===== config.mk =====
export PLATFORM = sky130hd
export DESIGN_NAME = i2c_lcd_nibble_sender
export DESIGN_NICKNAME = d
export VERILOG_FILES = /design/src/rtl/ilcd_pkg.sv /design/src/rtl/ilcd_regs.sv /design/src/rtl/ilcd_seq.sv /design/src/rtl/i2c_lcd_nibble_sender.sv
export SDC_FILE = /design/constraint.sdc
export NUM_CORES = 1
export LEC_CHECK = 0
export BUFFER_PORTS_ARGS = -buffer_cell sky130_fd_sc_hd__clkbuf_2
export CORE_ASPECT_RATIO = 1.2
export CORE_MARGIN = 4
export CORE_UTILIZATION = 55
export DETAILED_ROUTE_END_ITERATION = 12
export HOLD_SLACK_MARGIN = 0.15
export PLACE_DENSITY = 0.8
export RECOVER_POWER = 100
export REMOVE_ABC_BUFFERS = 1
export SYNTH_ARGS = -nofsm -noshare
export SYNTH_HDL_FRONTEND = slang
export SYNTH_SLANG_ARGS = --single-unit

===== constraint.sdc =====
create_clock -name i_clk -period 2.8 [get_ports i_clk]
set_input_delay 0.56 -clock i_clk [delete_from_list [all_inputs] [get_ports i_clk]]
set_output_delay 0.56 -clock i_clk [all_outputs]
set_load 0.05 [all_outputs]

===== src/rtl/ilcd_pkg.sv =====
// shared types and constants for the i2c lcd nibble sender
// no dependencies
package ilcd_pkg;

    localparam int unsigned CfgAddrW = 4;
    localparam int unsigned CfgDataW = 32;

    localparam logic [1:0] REG_DEVICE_ADDRESS = 2'd0;
    localparam logic [1:0] REG_BACKLIGHT_ON   = 2'd1;
    localparam logic [1:0] REG_GAP_SHORT      = 2'd2;
    localparam logic [1:0] REG_GAP_LONG       = 2'd3;

    localparam logic [6:0] DEV_ADDR_RESET  = 7'h27;
    localparam logic [9:0] GAP_SHORT_RESET = 10'd16;
    localparam logic [9:0] GAP_LONG_RESET  = 10'd160;

    localparam logic [7:0] EN_BIT  = 8'h04;
    localparam logic [7:0] BL_BIT  = 8'h08;
    localparam logic [7:0] HI_MASK = 8'hf0;

    localparam logic [2:0] LAST_TRANSACTION = 3'd5;
    localparam logic [3:0] BITS_PER_BYTE    = 4'd8;

    typedef enum logic [3:0] {
        PH_IDLE, PH_PRE_GAP, PH_START_A, PH_START_B, PH_BYTE_PRE, PH_BIT_SET,
        PH_BIT_HI, PH_BIT_LO, PH_ACK_REL, PH_ACK_HI, PH_ACK_LO, PH_STOP_A,
        PH_STOP_B, PH_STOP_C, PH_MID_GAP, PH_POST_GAP
    } t_phase;

    typedef struct packed {
        logic       kind;
        logic [7:0] data_byte;
        logic       register_select;
        logic       sda_in;
    } t_in_item;

    typedef struct packed {
        logic accepted;
        logic busy_res;
        logic scl;
        logic sda;
        logic nack_seen;
        logic done_res;
    } t_out_item;

    typedef struct packed {
        logic [6:0] device_address;
        logic       backlight_on;
        logic [9:0] gap_short;
        logic [9:0] gap_long;
    } t_cfg;

endpackage


===== src/rtl/ilcd_regs.sv =====
// apb configuration registers: device address, backlight, gap lengths
// depends on ilcd_pkg
module ilcd_regs (
    input  logic                           i_clk,
    input  logic                           i_rst_n,
    input  logic                           psel,
    input  logic                           penable,
    input  logic                           pwrite,
    input  logic [ilcd_pkg::CfgAddrW-1:0]  paddr,
    input  logic [ilcd_pkg::CfgDataW-1:0]  pwdata,
    output logic [ilcd_pkg::CfgDataW-1:0]  prdata,
    output logic                           pready,
    output ilcd_pkg::t_cfg                 o_cfg
);
    import ilcd_pkg::*;

    t_cfg r_cfg;
    logic w_wr;
    logic [1:0] w_idx;

    assign pready = 1'b1;
    assign w_wr   = psel & penable & pwrite;
    assign w_idx  = paddr[CfgAddrW-1:2];

    always_ff @(posedge i_clk) begin
        if (!i_rst_n) begin
            r_cfg.device_address <= DEV_ADDR_RESET;
            r_cfg.backlight_on   <= 1'b1;
            r_cfg.gap_short      <= GAP_SHORT_RESET;
            r_cfg.gap_long       <= GAP_LONG_RESET;
        end else if (w_wr) begin
            unique case (w_idx)
                REG_DEVICE_ADDRESS: r_cfg.device_address <= pwdata[6:0];
                REG_BACKLIGHT_ON:   r_cfg.backlight_on   <= pwdata[0];
                REG_GAP_SHORT:      r_cfg.gap_short      <= pwdata[9:0];
                REG_GAP_LONG:       r_cfg.gap_long       <= pwdata[9:0];
                default: ;
            endcase
        end
    end

    always_comb begin
        unique case (w_idx)
            REG_DEVICE_ADDRESS: prdata = {25'd0, r_cfg.device_address};
            REG_BACKLIGHT_ON:   prdata = {31'd0, r_cfg.backlight_on};
            REG_GAP_SHORT:      prdata = {22'd0, r_cfg.gap_short};
            REG_GAP_LONG:       prdata = {22'd0, r_cfg.gap_long};
            default:            prdata = '0;
        endcase
    end

    assign o_cfg = r_cfg;

endmodule


===== src/rtl/ilcd_seq.sv =====
// bit-level i2c sequencer state and one-step update per beat
// depends on ilcd_pkg
module ilcd_seq (
    input  logic                i_clk,
    input  logic                i_rst_n,
    input  logic                i_fire,
    input  ilcd_pkg::t_in_item  i_item,
    input  ilcd_pkg::t_cfg      i_cfg,
    output ilcd_pkg::t_out_item o_res
);
    import ilcd_pkg::*;

    t_phase     r_phase, n_phase;
    logic [7:0] r_high, n_high;
    logic [7:0] r_low, n_low;
    logic [2:0] r_tidx, n_tidx;
    logic       r_bidx, n_bidx;
    logic [7:0] r_shift, n_shift;
    logic [3:0] r_bit, n_bit;
    logic [9:0] r_gap, n_gap;
    logic       r_scl, n_scl;
    logic       r_sda, n_sda;
    logic       r_nack, n_nack;
    logic       w_acc, w_done;
    logic [7:0] w_frame;
    logic [7:0] w_base;
    logic [3:0] w_bit_inc;

    always_comb begin
        w_frame = (r_tidx < 3'd3) ? r_high : r_low;
        if (r_tidx == 3'd1 || r_tidx == 3'd4 || r_tidx == 3'd7) begin
            w_frame = w_frame | EN_BIT;
        end
    end

    assign w_base    = {7'd0, i_item.register_select} | (i_cfg.backlight_on ? BL_BIT : 8'd0);
    assign w_bit_inc = r_bit + 4'd1;

    always_ff @(posedge i_clk) begin
        if (!i_rst_n) begin
            r_phase <= PH_IDLE;
            r_high  <= '0;
            r_low   <= '0;
            r_tidx  <= '0;
            r_bidx  <= 1'b0;
            r_shift <= '0;
            r_bit   <= '0;
            r_gap   <= '0;
            r_scl   <= 1'b1;
            r_sda   <= 1'b1;
            r_nack  <= 1'b0;
        end else begin
            r_phase <= n_phase;
            r_high  <= n_high;
            r_low   <= n_low;
            r_tidx  <= n_tidx;
            r_bidx  <= n_bidx;
            r_shift <= n_shift;
            r_bit   <= n_bit;
            r_gap   <= n_gap;
            r_scl   <= n_scl;
            r_sda   <= n_sda;
            r_nack  <= n_nack;
        end
    end

    always_comb begin
        n_phase = r_phase;
        n_high  = r_high;
        n_low   = r_low;
        n_tidx  = r_tidx;
        n_bidx  = r_bidx;
        n_shift = r_shift;
        n_bit   = r_bit;
        n_gap   = r_gap;
        n_scl   = r_scl;
        n_sda   = r_sda;
        n_nack  = r_nack;
        w_acc   = 1'b0;
        w_done  = 1'b0;
        if (i_fire) begin
            if (i_item.kind) begin
                if (r_phase == PH_IDLE) begin
                    n_high  = w_base | (i_item.data_byte & HI_MASK);
                    n_low   = w_base | ({i_item.data_byte[3:0], 4'd0});
                    n_tidx  = '0;
                    n_bidx  = 1'b0;
                    n_phase = PH_PRE_GAP;
                    n_gap   = i_cfg.gap_long;
                    w_acc   = 1'b1;
                end
            end else begin
                if (r_phase == PH_ACK_LO) begin
                    n_nack = i_item.sda_in;
                end
                unique case (r_phase)
                    PH_PRE_GAP, PH_MID_GAP: begin
                        if (r_gap != 10'd0) begin
                            n_gap = r_gap - 10'd1;
                        end else begin
                            if (r_phase == PH_MID_GAP) begin
                                n_tidx = r_tidx + 3'd1;
                            end
                            n_sda   = 1'b0;
                            n_phase = PH_START_B;
                        end
                    end
                    PH_POST_GAP: begin
                        if (r_gap != 10'd0) begin
                            n_gap = r_gap - 10'd1;
                        end else begin
                            n_phase = PH_IDLE;
                            w_done  = 1'b1;
                        end
                    end
                    PH_START_A: begin
                        n_sda   = 1'b0;
                        n_phase = PH_START_B;
                    end
                    PH_START_B: begin
                        n_scl   = 1'b0;
                        n_bidx  = 1'b0;
                        n_phase = PH_BYTE_PRE;
                    end
                    PH_BYTE_PRE: begin
                        n_shift = r_bidx ? w_frame : {i_cfg.device_address, 1'b0};
                        n_bit   = '0;
                        n_phase = PH_BIT_SET;
                    end
                    PH_BIT_SET: begin
                        n_sda   = r_shift[7];
                        n_phase = PH_BIT_HI;
                    end
                    PH_BIT_HI: begin
                        n_scl   = 1'b1;
                        n_phase = PH_BIT_LO;
                    end
                    PH_BIT_LO: begin
                        n_scl   = 1'b0;
                        n_shift = {r_shift[6:0], 1'b0};
                        n_bit   = w_bit_inc;
                        n_phase = (w_bit_inc >= BITS_PER_BYTE) ? PH_ACK_REL : PH_BIT_SET;
                    end
                    PH_ACK_REL: begin
                        n_sda   = 1'b1;
                        n_phase = PH_ACK_HI;
                    end
                    PH_ACK_HI: begin
                        n_scl   = 1'b1;
                        n_phase = PH_ACK_LO;
                    end
                    PH_ACK_LO: begin
                        n_scl = 1'b0;
                        if (!r_bidx) begin
                            n_bidx  = 1'b1;
                            n_phase = PH_BYTE_PRE;
                        end else begin
                            n_phase = PH_STOP_A;
                        end
                    end
                    PH_STOP_A: begin
                        n_sda   = 1'b0;
                        n_phase = PH_STOP_B;
                    end
                    PH_STOP_B: begin
                        n_scl   = 1'b1;
                        n_phase = PH_STOP_C;
                    end
                    PH_STOP_C: begin
                        n_sda = 1'b1;
                        if (r_tidx >= LAST_TRANSACTION) begin
                            n_phase = PH_POST_GAP;
                            n_gap   = i_cfg.gap_long;
                        end else begin
                            n_phase = PH_MID_GAP;
                            n_gap   = i_cfg.gap_short;
                        end
                    end
                    PH_IDLE: ;
                    default: ;
                endcase
            end
        end
    end

    assign o_res.accepted  = w_acc;
    assign o_res.busy_res  = (n_phase != PH_IDLE);
    assign o_res.scl       = n_scl;
    assign o_res.sda       = n_sda;
    assign o_res.nack_seen = n_nack;
    assign o_res.done_res  = w_done;

    a_done_from_post_gap: assert property (@(posedge i_clk) disable iff (!i_rst_n)
        o_res.done_res |-> (r_phase == PH_POST_GAP && r_gap == 10'd0))
        else $error("done outside the final gap");

    a_bit_index_range: assert property (@(posedge i_clk) disable iff (!i_rst_n)
        r_bit <= BITS_PER_BYTE)
        else $error("bit index past one byte");

    a_accept_starts: assert property (@(posedge i_clk) disable iff (!i_rst_n)
        (i_fire && o_res.accepted) |=> (r_phase == PH_PRE_GAP && r_tidx == 3'd0))
        else $error("accepted byte did not start the sequence");

    a_tidx_range: assert property (@(posedge i_clk) disable iff (!i_rst_n)
        r_tidx <= LAST_TRANSACTION)
        else $error("transaction index past the last transaction");

    a_idle_lines: assert property (@(posedge i_clk) disable iff (!i_rst_n)
        (r_phase == PH_IDLE) |-> (r_scl && r_sda))
        else $error("bus lines held while idle");

endmodule


===== src/rtl/i2c_lcd_nibble_sender.sv =====
// top level of the i2c lcd nibble sender: input register, sequencer, result register
// depends on ilcd_pkg, ilcd_regs, ilcd_seq
//
// usage
// input channel (i_in_valid / o_in_ready / i_in_data) carries one beat per item:
// a tick (kind 0) advances the i2c bit sequencer by one delay step, a submit
// (kind 1) hands over a byte and register select for the lcd in 4-bit mode
// output channel (o_out_valid / i_out_ready / o_out_data) returns exactly one
// result beat per input beat, in order, with the line levels after that item
// an accepted item goes from the input register through one step of the sequencer
// into the result register
// throughput: one item per cycle while the receiver is not stalled; the sequencer
// state update is a single step of short logic so back-to-back beats are taken
// a stalled receiver holds the result register; the input register keeps
// filling and o_in_ready drops only while both registers are full and stalled
// reset (synchronous, active low) empties both registers, releases scl and sda,
// clears the sequencer to idle and loads the register defaults (address 0x27,
// backlight on, short gap 16, long gap 160); the user must write configuration
// over the apb port only while the block is idle; the block does not enforce it
module i2c_lcd_nibble_sender (
    input  logic                           i_clk,
    input  logic                           i_rst_n,
    input  logic                           i_in_valid,
    output logic                           o_in_ready,
    input  ilcd_pkg::t_in_item             i_in_data,
    output logic                           o_out_valid,
    input  logic                           i_out_ready,
    output ilcd_pkg::t_out_item            o_out_data,
    input  logic                           psel,
    input  logic                           penable,
    input  logic                           pwrite,
    input  logic [ilcd_pkg::CfgAddrW-1:0]  paddr,
    input  logic [ilcd_pkg::CfgDataW-1:0]  pwdata,
    output logic [ilcd_pkg::CfgDataW-1:0]  prdata,
    output logic                           pready
);
    import ilcd_pkg::*;

    logic      r_in_valid;
    t_in_item  r_in_data;
    logic      r_out_valid;
    t_out_item r_out_data;
    logic      w_adv;
    t_cfg      w_cfg;
    t_out_item w_res;

    ilcd_regs u_regs (
        .i_clk   (i_clk),
        .i_rst_n (i_rst_n),
        .psel    (psel),
        .penable (penable),
        .pwrite  (pwrite),
        .paddr   (paddr),
        .pwdata  (pwdata),
        .prdata  (prdata),
        .pready  (pready),
        .o_cfg   (w_cfg)
    );

    assign w_adv      = r_in_valid & (~r_out_valid | i_out_ready);
    assign o_in_ready = ~r_in_valid | ~r_out_valid | i_out_ready;

    ilcd_seq u_seq (
        .i_clk   (i_clk),
        .i_rst_n (i_rst_n),
        .i_fire  (w_adv),
        .i_item  (r_in_data),
        .i_cfg   (w_cfg),
        .o_res   (w_res)
    );

    always_ff @(posedge i_clk) begin
        if (!i_rst_n) begin
            r_in_valid <= 1'b0;
        end else if (o_in_ready) begin
            r_in_valid <= i_in_valid;
        end
    end

    always_ff @(posedge i_clk) begin
        if (o_in_ready && i_in_valid) begin
            r_in_data <= i_in_data;
        end
    end

    always_ff @(posedge i_clk) begin
        if (!i_rst_n) begin
            r_out_valid <= 1'b0;
        end else if (~r_out_valid | i_out_ready) begin
            r_out_valid <= r_in_valid;
        end
    end

    always_ff @(posedge i_clk) begin
        if (w_adv) begin
            r_out_data <= w_res;
        end
    end

    assign o_out_valid = r_out_valid;
    assign o_out_data  = r_out_data;

endmodule

# == After elaboration in Yosys (flattened, before gate mapping) ==
# Cells that the tools add are included.
# totals
wordCells,139
reg_bits,96
output_inout_bits,41
# classes
reduce_logical,28
addsub,3
eq_ne,24
magnitude_cmp,3
bitwise,13
muxes,41
# ops
operator,n
$pmux W32 S4,1
$pmux W4 S14,1
$mux W10,4
$eq A4 B4 Y1 const B,8
$mux W4,8
$pmux W10 S2,1
$mux W3,6
$eq A4 B3 Y1 const B,4
$mux W8,2
$or A8 B8 Y8,2
$pmux W8 S2,1
$mux W1,13
$reduce_bool A10 Y1,1
$sub A10 B1 Y10 const B,1
$reduce_and A3 Y1,3
$reduce_or A3 Y1,3
$eq A4 B2 Y1 const B,2
$or A1 B8 Y8,1
$pmux W4 S2,1
$reduce_and A2 Y1,4
$reduce_or A2 Y1,4
$eq A3 B3 Y1 const B,2
$reduce_bool A2 Y1,3
$reduce_bool A3 Y1,2
24 further kinds,34

# == Longest topological paths before layout ==
# Gate-level depths: netlist (run 1).
# logic_depth
ltp_word,7
ltp_mapped,8
depth_no_buf,7

# == Modules after synthesis ==
# From an unflattened synthesis (run 1), not the netlist that was laid out.
# hier_totals
hier_cells,540
hier_area_um2,4922.2
# by_module_without_submodules
module,instances,area_per_inst_um2,seq_area_each_um2,cells_per_inst
ilcd_seq,1,2737.6,860.8,347
ilcd_regs,1,1570.3,560.5,167
i2c_lcd_nibble_sender,1,614.3,550.5,26

# == Worst setup path before layout (run 1) ==
# No wires, ideal clock.
# synth_path
kind,input to output
from,in paddr[3] (netlist name)
to,out prdata[1] (netlist name)
arrival_time_ns,2.416
setup_slack_ns,-0.176
path_stages,4
path_cell_list,clkbuf_1 > buf_1 > mux2i_1 > o21ai_0
# synth_between
elab_chain_cells,2
elab_cells_between_ends,5
# synth_rtl
element,line,rtl
"start, declared",i2c_lcd_nibble_sender.sv:32,"input logic [ilcd_pkg::CfgAddrW-1:0] paddr,"
$eq A2 B2 Y1 (tied with other cells),ilcd_regs.sv:43,unique case (w_idx)
$pmux W32 S4 (*),ilcd_regs.sv:43,
"end, declared",i2c_lcd_nibble_sender.sv:34,"output logic [ilcd_pkg::CfgDataW-1:0] prdata,"
# Mark *: on every way between the ends. The rest lies on a longest branch, timed or not. The select of a mux whose other input is x is not followed.

# == Final worst setup path (run 1) ==
# layout_path
from,in paddr[3] (netlist name)
to,out prdata[5] (netlist name)
# Same word-level chain as after synthesis.

==> results of run 1 <==
-- final timing paths --
| path | start | to | slack [ns] | cells after the start |
|---|---|---|---|---|
| max | paddr[3] | prdata[5] | 0.24 | 5 |
| min | i_in_data[6] | r_in_data[6]$_DFFE_PP_ | 0.36 | 1 |
| max reg2reg | u_seq.r_gap[0]$_SDFFE_PN0P_ | o_out_data[4]$_DFFE_PP_ | 0.36 | 7 |
| min reg2reg | u_regs.o_cfg[11]$_SDFFE_PN0P_ | u_regs.o_cfg[11]$_SDFFE_PN0P_ | 0.47 | 2 |
-- synth_stat cells, types with 3 or more instances --
cell,instances,share of area (%)
sky130_fd_sc_hd__a211oi_1,9,1.4
sky130_fd_sc_hd__a21boi_0,3,0.47
sky130_fd_sc_hd__a21o_1,3,0.47
sky130_fd_sc_hd__a21oi_1,43,4.5
sky130_fd_sc_hd__a311oi_1,3,0.55
sky130_fd_sc_hd__a31oi_1,7,0.92
sky130_fd_sc_hd__a32oi_1,3,0.55
sky130_fd_sc_hd__and2_1,4,0.53
sky130_fd_sc_hd__and3_1,3,0.39
sky130_fd_sc_hd__buf_2,6,0.63
sky130_fd_sc_hd__buf_4,25,3.9
sky130_fd_sc_hd__clkbuf_1,22,1.7
sky130_fd_sc_hd__dfxtp_1,73,31
sky130_fd_sc_hd__edfxtp_1,17,11
sky130_fd_sc_hd__ha_1,6,1.6
sky130_fd_sc_hd__inv_1,11,0.87
sky130_fd_sc_hd__mux2i_1,32,6.7
sky130_fd_sc_hd__nand2_1,75,5.9
sky130_fd_sc_hd__nand2b_1,5,0.66
sky130_fd_sc_hd__nand3_1,21,2.2
sky130_fd_sc_hd__nand4_1,5,0.66
sky130_fd_sc_hd__nor2_1,45,3.5
sky130_fd_sc_hd__nor2b_1,9,1.2
sky130_fd_sc_hd__nor3_1,9,0.95
sky130_fd_sc_hd__nor3b_1,4,0.63
sky130_fd_sc_hd__o211ai_1,5,0.79
sky130_fd_sc_hd__o21a_1,3,0.47
sky130_fd_sc_hd__o21ai_0,22,2.3
sky130_fd_sc_hd__o31ai_1,5,0.79
sky130_fd_sc_hd__xnor2_1,4,0.74
-- layer usage --
layer	wire length, um	global-route usage (%)
met1	4412	27.19
met2	5499	38.09
met5	0	0
met4	267	8.272
met3	779	4.175
-- registers in the layout (all words and copies together) (netlist names) --
| name | cells |
|---|---|
| u_regs.o_cfg | 28 |
| r_in_data | 11 |
| u_seq.r_gap | 10 |
| u_seq.r_shift | 8 |
| o_out_data | 6 |
| u_seq.r_high | 6 |
| u_seq.r_bit | 4 |
| u_seq.r_low | 4 |
| u_seq.r_phase | 4 |
| u_seq.r_tidx | 3 |
| o_out_valid | 1 |
| r_in_valid | 1 |
| u_seq.r_bidx | 1 |
| u_seq.r_nack | 1 |
| u_seq.r_scl | 1 |
| u_seq.r_sda | 1 |
-- cell families (layout without fill, tap and decap cells) --
kind of cell | Yosys count | count (layout) | synth area share (%)
buf+inv | 72 | 89 | 8.756
compound gates | 131 | 131 | 18.36
other cells | 2 | 23 | 0.1578
mux | 35 | 35 | 7.678
fa+ha+maj | 6 | 6 | 1.578
flops | 90 | 90 | 41.44
xor+xnor | 6 | 6 | 1.104
simple gates | 200 | 200 | 20.93
-- report_power, final --
part	switching (mW)	leakage (nW)	internal [mW]
clock	0.496	0.103	0.426
sequential	0.0427	0.751	1.36
combinational	0.290	1.14	0.130
total	0.829	1.99	1.92
-- per-stage QoR --
stage,utilization [%],std cells
after CTS,62.12,694
after global routing,61.44,694
final,61.44,694
after global placement,59.71,678
after floorplan,-,503
after detailed placement,59.71,678
-- layout make-up --
class,instances,share of cell area [%]
inverters,12,0.8845
flip-flops and latches,90,38.72
repair buffers,61,5.848
well taps,114,2.801
clock buffers,10,2.506
multi-input cells,401,47.81
clock inverters,6,1.425
==> results list, run 1 <==
* Combined area of the multi-input logic cells: 0.002435 mm2
- Path category of the worst min-delay check: input port to flop
- Detailed-route vias per instance: 5.813
* Number of flops mapped to enable cells by yosys: 17
- The tightest hold path in the finished design has a slack of 0.3640 ns.
- The initial utilization of the core area, before any placement, comes to 57.41%.
- Total number of H-tree levels: 3
* Flip-flop and latch count after synthesis: 90
* Number of buffers added by the clock tree synthesis step: 9
* Drt first-iter violations: 328
* Final-stage net count: 635
- Clock transition at path regs: 0.09 ns
- The worst setup path is launched from an input port.
- Total number of placement rows: 36
* PwrDens: 539.5 mW/mm2
* Setup repair after global routing missed its margin: false
* Routed WL: 10960 um
- The final-report hold violation count is 0.
* Worst-case clock skew: 0.01017 ns
- Worst slew slack as a fraction of its limit: 23.29%
* Drt drc: 0
- Antenna Nets Post-Route: 0
- Total power: 2.747 mW
- Across the whole layout, storage elements account for 0.001972 mm2.
* Register area share after synthesis: 41.44%
- From synthesis to final layout, the design area changed by 7.021%.
* Number of max-capacitance violations reported: 0
* Critical path cell sequence: clkbuf_2 > and2_0 > nand2_1 > o21ai_0 > clkbuf_1
* DR WL/cell: 15.79 um
- Final setup fails: 0
* Critical path class: input port to primary output
- The number of hold buffers added after CTS was 0.
- CTS tree: yes
* Crit. End Element: primary output
- Among all stages on the critical path, the largest delay is contributed by sky130_fd_sc_hd__clkbuf_1.
- The number of global-route vias before repair was 3864.
- Unique cell type count in the Yosys netlist: 73
- In the synthesized netlist the async set-or-reset flop fraction comes to 0%.
- Buf/Inv on CP: 2
- Die outline area: 0.01021 mm2
* Worst slack at placement: 0.4731 ns
- Shortest clock period the worst path allows after layout: 2.558 ns
- Of all nets on the critical path, the largest fanout is 19.
- Share of final-layout standard cells stronger than drive strength 1: 11.90%
- Synthesis produced 542 cells.
* Achievable clock frequency: 390.9 MHz
* Dominant synthesized flop cell: sky130_fd_sc_hd__dfxtp_1
* Post-DP HPWL: 7473 um
- The clock passes through at most 2 buffers.
- Clock tree synthesis selected as its root buffer the cell sky130_fd_sc_hd__clkbuf_8.
- Final Cell Area: 0.005092 mm2
* Post-CTS Setup Bufs: 0
* Cts repair resizes: 0
* Setup slack after layout: 0.2420 ns
- The analysis attributes to cell leakage a power of 1.989 nW.
- Number of sinks handled by clock tree synthesis: 90
* Commonest cells after routing, fill and taps aside: 75 x sky130_fd_sc_hd__nand2_1, 73 x sky130_fd_sc_hd__dfxtp_1, 45 x sky130_fd_sc_hd__nor2_1
- Entering global routing, the biggest net connects 52 pins.
* Die height: 109.9 um
* Synth Warn #: 0
- The first global-routing pass estimated 17990 um of wire.
- Averaged over all synthesized cells, the footprint is 8.779 um2.
- WP data arrival: 2.00 ns
- Fin. max-slew vios: 0
- At the pin with the least slew margin, the transition time is 1.151 ns.
* Post-route fraction of the period consumed by the critical path: 91.36%
* Layout fillers: 720
- Port buffering added 47 buffers.
- In this run the cell area of the synthesized design comes to 0.004758 mm2.
- Cell area reported after detailed placement: 0.004949 mm2
* Core ar.: 0.008288 mm2
- Summed over all failing endpoints, the final setup total negative slack is 0 ns.
- Largest voltage drop on the vdd net: 0.4983 mV
- Initial antenna violation count: 0
- Count of antenna diodes in the layout: 0
* Overall Global Routing Usage: 21.99%
- Total via count after detailed routing: 4034
- Most common library cell in the layout ignoring fill and taps: sky130_fd_sc_hd__nand2_1
* Clock Latency Late Sink: 0.36 ns
- The run finished with clean final reports.
- The congestion estimate from routability-driven global placement came to 0.9054.
* Horizontal die dimension: 92.91 um
- Leftover overflow at the end of global routing: 0
- Critical Path RT: 2.24 ns
- 95 I/O pins were placed.
- Drt first pass iters: 5
- In this design, the largest share of critical-path delay is due to buffers and inverters.
- In this design, the stage delay of the slowest critical-path cell is 0.51 ns.
Note: power is estimated with default switching activity, not from simulation.
==> inputs of run 2 (changes only) <==
Settings changed: CORE_MARGIN 4 to unset.
==> results list, run 2 (synthesis results as in run 1) <==
* Total via count after detailed routing: 4043 (+0.22%)
- Count of cells along the worst hold path: 1 (unchanged)
* Share of final-layout standard cells stronger than drive strength 1: 12.01% (+0.11 points)
* Capture instance of the worst register-to-register path: o_out_data[4]$_DFFE_PP_
* Clock transition at path regs: 0.08 ns (about the same)
- The arrival time of the worst setup path is 1.98 ns (-0.02 ns).
* Number of global-route vias before repair: 3773 (-2.4%)
- Hold-fix buffers at CTS: 0 (unchanged)
- The layout net count came to 638 (+0.47%).
* Total number of placement rows: 36 (unchanged)
- First-pass GRT wire length: 17760 um (-1.3%)
* Maximum number of pins on one net before global-route repair: 27 (-48%)
* Critical path's slowest cell: sky130_fd_sc_hd__clkbuf_1
* Detailed-route vias per instance: 5.801 (-0.21%)
- The final count of negative-setup-slack endpoints is 0 (unchanged).
- Post-route fraction of the period consumed by the critical path: 90.72% (-0.64 points)
- Initial antenna violation count: 0 (unchanged)
- Sum Neg Setup Slack: 0 ns (unchanged)
- Starting density of the core: 57.73% (+0.31 points)
- The H-tree depth came to 3 (unchanged).
- Antenna Nets Post-Route: 0 (unchanged)
* Crit. End Element: primary output
- The run finished with clean final reports.
* Critical Path RT: 2.24 ns (about the same)
* Cts repair resizes: 0 (unchanged)
* Clock Latency Late Sink: 0.36 ns (about the same)
- CTS tree: yes
- # port buffers: 47 (unchanged)
- Path category of the worst min-delay check: input port to flop
* Number of top-level pins: 95 (unchanged)
* Overall Global Routing Usage: 24.77% (+2.8 points)
* Die outline area: 0.009029 mm2 (-12%)
- Tightest Pin Transition: 0.7696 ns (-0.3810 ns)
- Achievable clock frequency: 393.7 MHz (+0.70%)
* Drt drc: 0 (unchanged)
* Buf/Inv on CP: 2 (unchanged)
* Post-DP HPWL: 7565 um (+1.2%)
- Critical register-to-register path startpoint: u_seq.r_gap[0]$_SDFFE_PN0P_
- Die height: 103.9 um (-5.5%)
* Post-CTS Setup Bufs: 0 (unchanged)
- Critical path startpoint category: input port
- PwrDens: 518.6 mW/mm2 (-3.9%)
- Critical path cell sequence: clkbuf_2 > and2_0 > nand2_1 > o21ai_0 > clkbuf_1
- The overflow left after global routing was 0 (unchanged).
* Drt first-iter violations: 212 (-35%)
* Maximum number of buffers from clock root to sink: 2 (unchanged)
- Leakage power figure: 1.992 nW (+0.15%)
- Most common library cell in the layout ignoring fill and taps: sky130_fd_sc_hd__nand2_1
- The critical path depth in cells was 5 (unchanged).
* Core ar.: 0.008243 mm2 (-0.54%)
* Number of max-capacitance violations reported: 0 (unchanged)
- The clock skew after layout was 0.006827 ns (-0.003342 ns).
- Shortest clock period the worst path allows after layout: 2.540 ns (-0.01791 ns)
- Delay-heaviest family, CP: buffers and inverters
- Minimum setup slack among reg-to-reg paths: 0.30 ns (-0.06 ns)
- Largest voltage drop on the vdd net: 0.4095 mV (-18%)
- The die outline width is 86.91 um (-6.5%).
* Weighted congestion reported at the end of routability-driven placement: 0.9364 (+3.4%)
* R2R depth: 7 (unchanged)
* Number of buffers added by the clock tree synthesis step: 9 (unchanged)
- The area growth from synthesis to layout is 6.784%.
- Slowest Stage Delay on Critical Path: 0.50 ns (about the same)
- The number of iterations in the first detailed-routing pass was 5 (unchanged).
- Count of antenna diodes in the layout: 0 (unchanged)
- The worst slew slack as a fraction of its limit came to 48.69% (+25 points).
- In the layout the commonest cells are 75 x sky130_fd_sc_hd__nand2_1, 73 x sky130_fd_sc_hd__dfxtp_1, 45 x sky130_fd_sc_hd__nor2_1.
- DR WL/cell: 15.41 um (-2.4%)
- The number of sinks handled by clock tree synthesis is 90 (unchanged).
- Setup repair after global routing missed its margin: false
- The critical-path maximum fanout was 16 (-3).
- The detailed-route wire length came to 10740 um (-2.0%).
* Hold Violations, Final: 0 (unchanged)
* Critical path startpoint: paddr[3]
- The number of fillers in the final layout came to 724 (+0.56%).
- Fin. max-slew vios: 0 (unchanged)
- Core occupancy in the finished layout: 61.64% (+0.20 points)
- CP endpoint: prdata[1]
- The tree is rooted in a sky130_fd_sc_hd__clkbuf_8.
- Critical path class: input port to primary output
* Largest register FFs: 28 (unchanged)
run 2: layout make-up:
cell class                      count  area, um2  share of cell area [%]
Multi-Input combinational cell    401       2421                   47.65
Sequential cell                    90       1972                   38.81
Timing Repair Buffer               64      325.3                   6.402
Clock buffer                       14      162.7                   3.201
Tap cell                          114      142.6                   2.807
Inverter                           12      45.04                  0.8865
Clock inverter                      2      12.51                  0.2462
run 2: worst min-delay path by stage:
| stage | startpoint | end | slack [ns] |
|---|---|---|---|
| after floorplan | u_seq.r_shift[3]$_SDFFE_PN0P_ | u_seq.r_shift[3]$_SDFFE_PN0P_ | 0.44 |
| final | i_in_data[0] | r_in_data[0]$_DFFE_PP_ | 0.37 |
| after global routing | i_in_data[10] | r_in_data[10]$_DFFE_PP_ | 0.37 |
| after detailed placement | u_seq.r_shift[3]$_SDFFE_PN0P_ | u_seq.r_shift[3]$_SDFFE_PN0P_ | 0.47 |
| after CTS | i_in_data[0] | r_in_data[0]$_DFFE_PP_ | 0.36 |
| after global placement | u_regs.o_cfg[11]$_SDFFE_PN0P_ | u_regs.o_cfg[11]$_SDFFE_PN0P_ | 0.46 |
run 2: metrics by stage:
step	instance area, um2	instances	hold slack, ns	worst slack [ns]	power (mW)
3_3_place_gp	4971	681	0.4578	0.4935	1.853
6_report	5081	697	0.3659	0.2599	2.635
3_5_place_dp	4971	681	0.4654	0.4344	1.863
5_1_grt	5081	697	0.3671	0.1344	2.746
4_1_cts	5146	697	0.3629	0.4113	2.660
2_1_floorplan	4466	503	0.4439	0.3610	1.742
run 2: per-layer routing:
metal  vias up  part of all wire (%)  global-route usage (%)
met5         -                     0                       0
met4         0                   2.6                   11.31
met3        24                   6.5                   2.778
met2       163                    49                   40.10
met1      1897                    42                   32.84
li1       1959                     -                       -
run 2: where the power goes:
group          total (mW)  internal (mW)  switching [mW]
clock network       0.811          0.371           0.440
logic               0.419          0.132           0.287
registers            1.40           1.36          0.0428
total                2.64           1.87           0.770
==> inputs of run 3 (changes only) <==
Settings changed: CORE_MARGIN set to 1, CORE_UTILIZATION 55 to 56, PLACE_DENSITY 0.8 to 0.81, SYNTH_HIERARCHICAL set to 1.
==> results list, run 3 <==
- The sequential share of the synthesized area is 40.06% (-1.4 points).
* Total via count after detailed routing: 4040 (-0.074%)
- Count of cells along the worst hold path: 1 (unchanged)
* Critical path startpoint category: flop
- Clock root buffer: sky130_fd_sc_hd__clkbuf_8
* Cell depth of the worst setup path: 8 (+3)
* Minimum setup slack among reg-to-reg paths: 0.21 ns (-0.09 ns)
- Leaving out fill and tap cells, the most frequent cells in the layout are 73 x sky130_fd_sc_hd__dfxtp_1, 60 x sky130_fd_sc_hd__nand2_1, 44 x sky130_fd_sc_hd__nor2_1.
- DR WL/cell: 15.12 um (-1.9%)
* Capture instance of the worst register-to-register path: o_out_data[4]$_DFFE_PP_
- The actual slew at the worst max-slew pin is 1.131 ns (+0.3609 ns).
* Path category of the worst min-delay check: input port to flop
* Slowest Stage Delay on Critical Path: 0.53 ns (+0.03 ns)
- Antenna Nets Post-Route: 0 (unchanged)
- Largest area contributor in the netlist: sky130_fd_sc_hd__dfxtp_1
* Overall Global Routing Usage: 24.60% (-0.17 points)
- Synth Warn #: 6 (+6)
- Detailed-route vias per instance: 5.763 (-0.64%)
* Status: completed
* Count of antenna diodes in the layout: 0 (unchanged)
* Maximum fanout encountered on the critical timing path: 6 (-10)
* Fin cells: 701 (+0.57%)
- Achievable clock frequency: 386.8 MHz (-1.7%)
* Critical Path RT: 2.91 ns (+0.67 ns)
- The clock latency of the later-clocked register in the worst-skew pair is 0.37 ns (about the same).
* Fin. max-slew vios: 0 (unchanged)
* Drt first-iter violations: 280 (+32%)
- The core footprint came to 0.008564 mm2 (+3.9%).
- Count leader, synth: sky130_fd_sc_hd__dfxtp_1
* Final setup fails: 0 (unchanged)
* Worst hold margin: 0.3583 ns (-0.007570 ns)
* Die height: 104.7 um (+0.78%)
- Die outline area: 0.009170 mm2 (+1.6%)
- Setup repair after global routing missed its margin: false
* Dominant synthesized flop cell: sky130_fd_sc_hd__dfxtp_1
- The die outline width came to 87.59 um (+0.78%).
* Clock transition at path regs: 0.09 ns (about the same)
- PwrDens: 518.1 mW/mm2 (-0.11%)
* Maximum number of pins on one net before global-route repair: 29 (+7.4%)
* # placed instances: 685 (+0.59%)
* Critical path startpoint: u_seq/r_tidx[1]$_SDFFE_PN0P_
- Drt drc: 0 (unchanged)
* Number of global-route vias before repair: 3839 (+1.7%)
- The instance count of the mapped netlist was 540 (-0.37%).
* Async S/R FF share, synth: 0% (unchanged)
- Shortest clock period the worst path allows after layout: 2.585 ns (+0.04509 ns)
* Number of sinks handled by clock tree synthesis: 90 (unchanged)
* Number of max-capacitance violations reported: 0 (unchanged)
* Total number of H-tree levels: 3 (unchanged)
* Post-DP HPWL: 7619 um (+0.71%)
* Routed WL: 10600 um (-1.4%)
* Total power: 2.708 mW (+2.7%)
* Worst-case clock skew: 0.006898 ns (+0.00007061 ns)
- The final cycle utilization of the critical path was 92.33% (+1.6 points).
- Critical path cell sequence: inv_1 > ha_1 > o31ai_1 > nor3_2 > a2111oi_4 > o211ai_1 > o21a_1 > or4_1
- The final-report hold violation count is 0 (unchanged).
- Flip-flop and latch count after synthesis: 90 (unchanged)
- Hold-fix buffers at CTS: 0 (unchanged)
- Area share of the largest cell type after synthesis: 29.69% (-1.0 points)
- CTS tree: yes
- The path with the worst hold slack has its endpoint at r_in_data[6]$_DFFE_PP_.
* Number of flops mapped to enable cells by yosys: 17 (unchanged)
- The count of buffers from port buffering is 47 (unchanged).
- Core occupancy in the finished layout: 61.02% (-0.62 points)
* Delay-heaviest family, CP: compound AO/OA/AOI/OAI gates
- The overflow left after global routing is 0 (unchanged).
- Cell types with the largest area share after synthesis: sky130_fd_sc_hd__dfxtp_1 30%, sky130_fd_sc_hd__edfxtp_1 10%, sky130_fd_sc_hd__mux2i_1 8.1%, sky130_fd_sc_hd__buf_4 4.9%, sky130_fd_sc_hd__nand2_1 4.6%
* Mapped Area: 0.004922 mm2 (+3.4%)
- The number of buffers created by CTS came to 9 (unchanged).
- Unique cell type count in the Yosys netlist: 73 (unchanged)
* Post-CTS Setup Bufs: 0 (unchanged)
* WP data arrival: 2.69 ns (+0.71 ns)
- Number of top-level pins: 95 (unchanged)
* Weighted congestion reported at the end of routability-driven placement: 0.8920 (-4.7%)
- The setup path with the least slack is of type flop to flop.
- Cts repair resizes: 0 (unchanged)
- The initial antenna violation count is 0 (unchanged).
- Growth of design area from synthesis to finish: 6.177%
- Critical path's slowest cell: sky130_fd_sc_hd__or4_1
- The worst slew slack as a fraction of its limit is 24.63% (-24 points).
- The placement row count was 37 (+2.8%).
- The number of iterations in the first detailed-routing pass was 5 (unchanged).
- Crit. End Element: flop
- The synthesized area per cell is 9.115 um2 (+3.8%).
* First-pass GRT wire length: 17510 um (-1.4%)
* Starting density of the core: 57.47% (-0.25 points)
- The worst-case vdd ir drop was 0.3841 mV (-6.2%).
* R2R depth: 8 (+1)
- Critical register-to-register path startpoint: u_seq/r_tidx[1]$_SDFFE_PN0P_
- By count the netlist is led by 73 x sky130_fd_sc_hd__dfxtp_1, 60 x sky130_fd_sc_hd__nand2_1, 42 x sky130_fd_sc_hd__nor2_1.
- Buf/Inv on CP: 1 (-1)
* Hold Crit Start: i_in_data[6]
* Largest register FFs: 28 (unchanged)
- Share of final-layout standard cells stronger than drive strength 1: 13.01% (+1.0 points)
- Most common library cell in the layout ignoring fill and taps: sky130_fd_sc_hd__dfxtp_1
- The buffer levels on the longest clock path is 2 (unchanged).
- The layout net count was 640 (+0.31%).
- The static leakage came to 2.072 nW (+4.0%).
==> run 3: cell count changes in the layout (fill, tap and decap cells not counted), moves of 4 or more <==
| cell | before | now |
|---|---|---|
| sky130_fd_sc_hd__nand2_1 | 75 | 60 |
| sky130_fd_sc_hd__nand3_1 | 22 | 8 |
| sky130_fd_sc_hd__mux2i_1 | 32 | 40 |
| sky130_fd_sc_hd__a22o_1 | 2 | 8 |
| sky130_fd_sc_hd__mux2_2 | 2 | 8 |
| sky130_fd_sc_hd__clkbuf_1 | 23 | 28 |
| sky130_fd_sc_hd__o22ai_1 | 1 | 6 |
| sky130_fd_sc_hd__buf_4 | 12 | 8 |
| sky130_fd_sc_hd__nand2b_1 | 5 | 9 |
| sky130_fd_sc_hd__o21a_1 | 3 | 7 |
| sky130_fd_sc_hd__o31ai_1 | 5 | 1 |
==> run 3: cells by family after synthesis <==
logic type	Yosys count	share of synthesized area, %
simple gates	180	19.65
compound gates	130	17.49
flops	90	40.06
buf+inv	74	9.024
mux	49	10.42
xor+xnor	8	1.423
fa+ha+maj	7	1.779
other cells	2	0.1526
==> run 3: layout make-up <==
type	instances	area, um2
Inverter	15	56.30
Timing Repair Buffer	66	331.6
Multi-Input combinational cell	397	2525
Fill cell	756	3338
Sequential cell	90	1972
Clock inverter	5	53.80
Tap cell	117	146.4
Clock buffer	11	141.4
==> run 3: worst max path at each step <==
stage,to,slack [ns]
global placement,o_out_data[4]$_DFFE_PP_,0.28
global route,o_out_data[4]$_DFFE_PP_,0.11
finish,o_out_data[4]$_DFFE_PP_,0.21
CTS,o_out_data[4]$_DFFE_PP_,0.32
detailed placement,o_out_data[4]$_DFFE_PP_,0.24
floorplan,o_out_data[4]$_DFFE_PP_,-0.04
==> run 3: report_power, final <==
group / switching, mW / total, mW / leakage [nW] / internal [mW]
Sequential: 0.0345 / 1.39 / 0.751 / 1.36
Combinational: 0.287 / 0.427 / 1.22 / 0.140
Clock: 0.454 / 0.889 / 0.101 / 0.435
==> run 3: per-layer routing <==
metal | vias up | GRT usage, % | wire length (um)
li1 | 1949 | - | -
met1 | 1917 | 30.20 | 4501
met2 | 151 | 40.90 | 5174
met5 | - | 0 | 0
met3 | 23 | 4.107 | 630
met4 | 0 | 12.53 | 290
==> run 3: per-stage QoR <==
step                      worst slack [ns]  instance area, um2  setup TNS, ns
final                               0.2148                5226              0
after global routing                0.1094                5226              0
after CTS                           0.3190                5358              0
after detailed placement            0.2422                5162              0
after global placement              0.2771                5162              0
after floorplan                   -0.04421                4613       -0.04421
==> run 3: worst reg2reg max path, stage by stage, from the launching register on <==
cell                        delay, ns
sky130_fd_sc_hd__dfxtp_1         0.42
sky130_fd_sc_hd__inv_1           0.09
sky130_fd_sc_hd__ha_1            0.22
sky130_fd_sc_hd__o31ai_1         0.36
sky130_fd_sc_hd__nor3_2          0.10
sky130_fd_sc_hd__a2111oi_4       0.35
sky130_fd_sc_hd__o211ai_1        0.13
sky130_fd_sc_hd__o21a_1          0.13
sky130_fd_sc_hd__or4_1           0.53
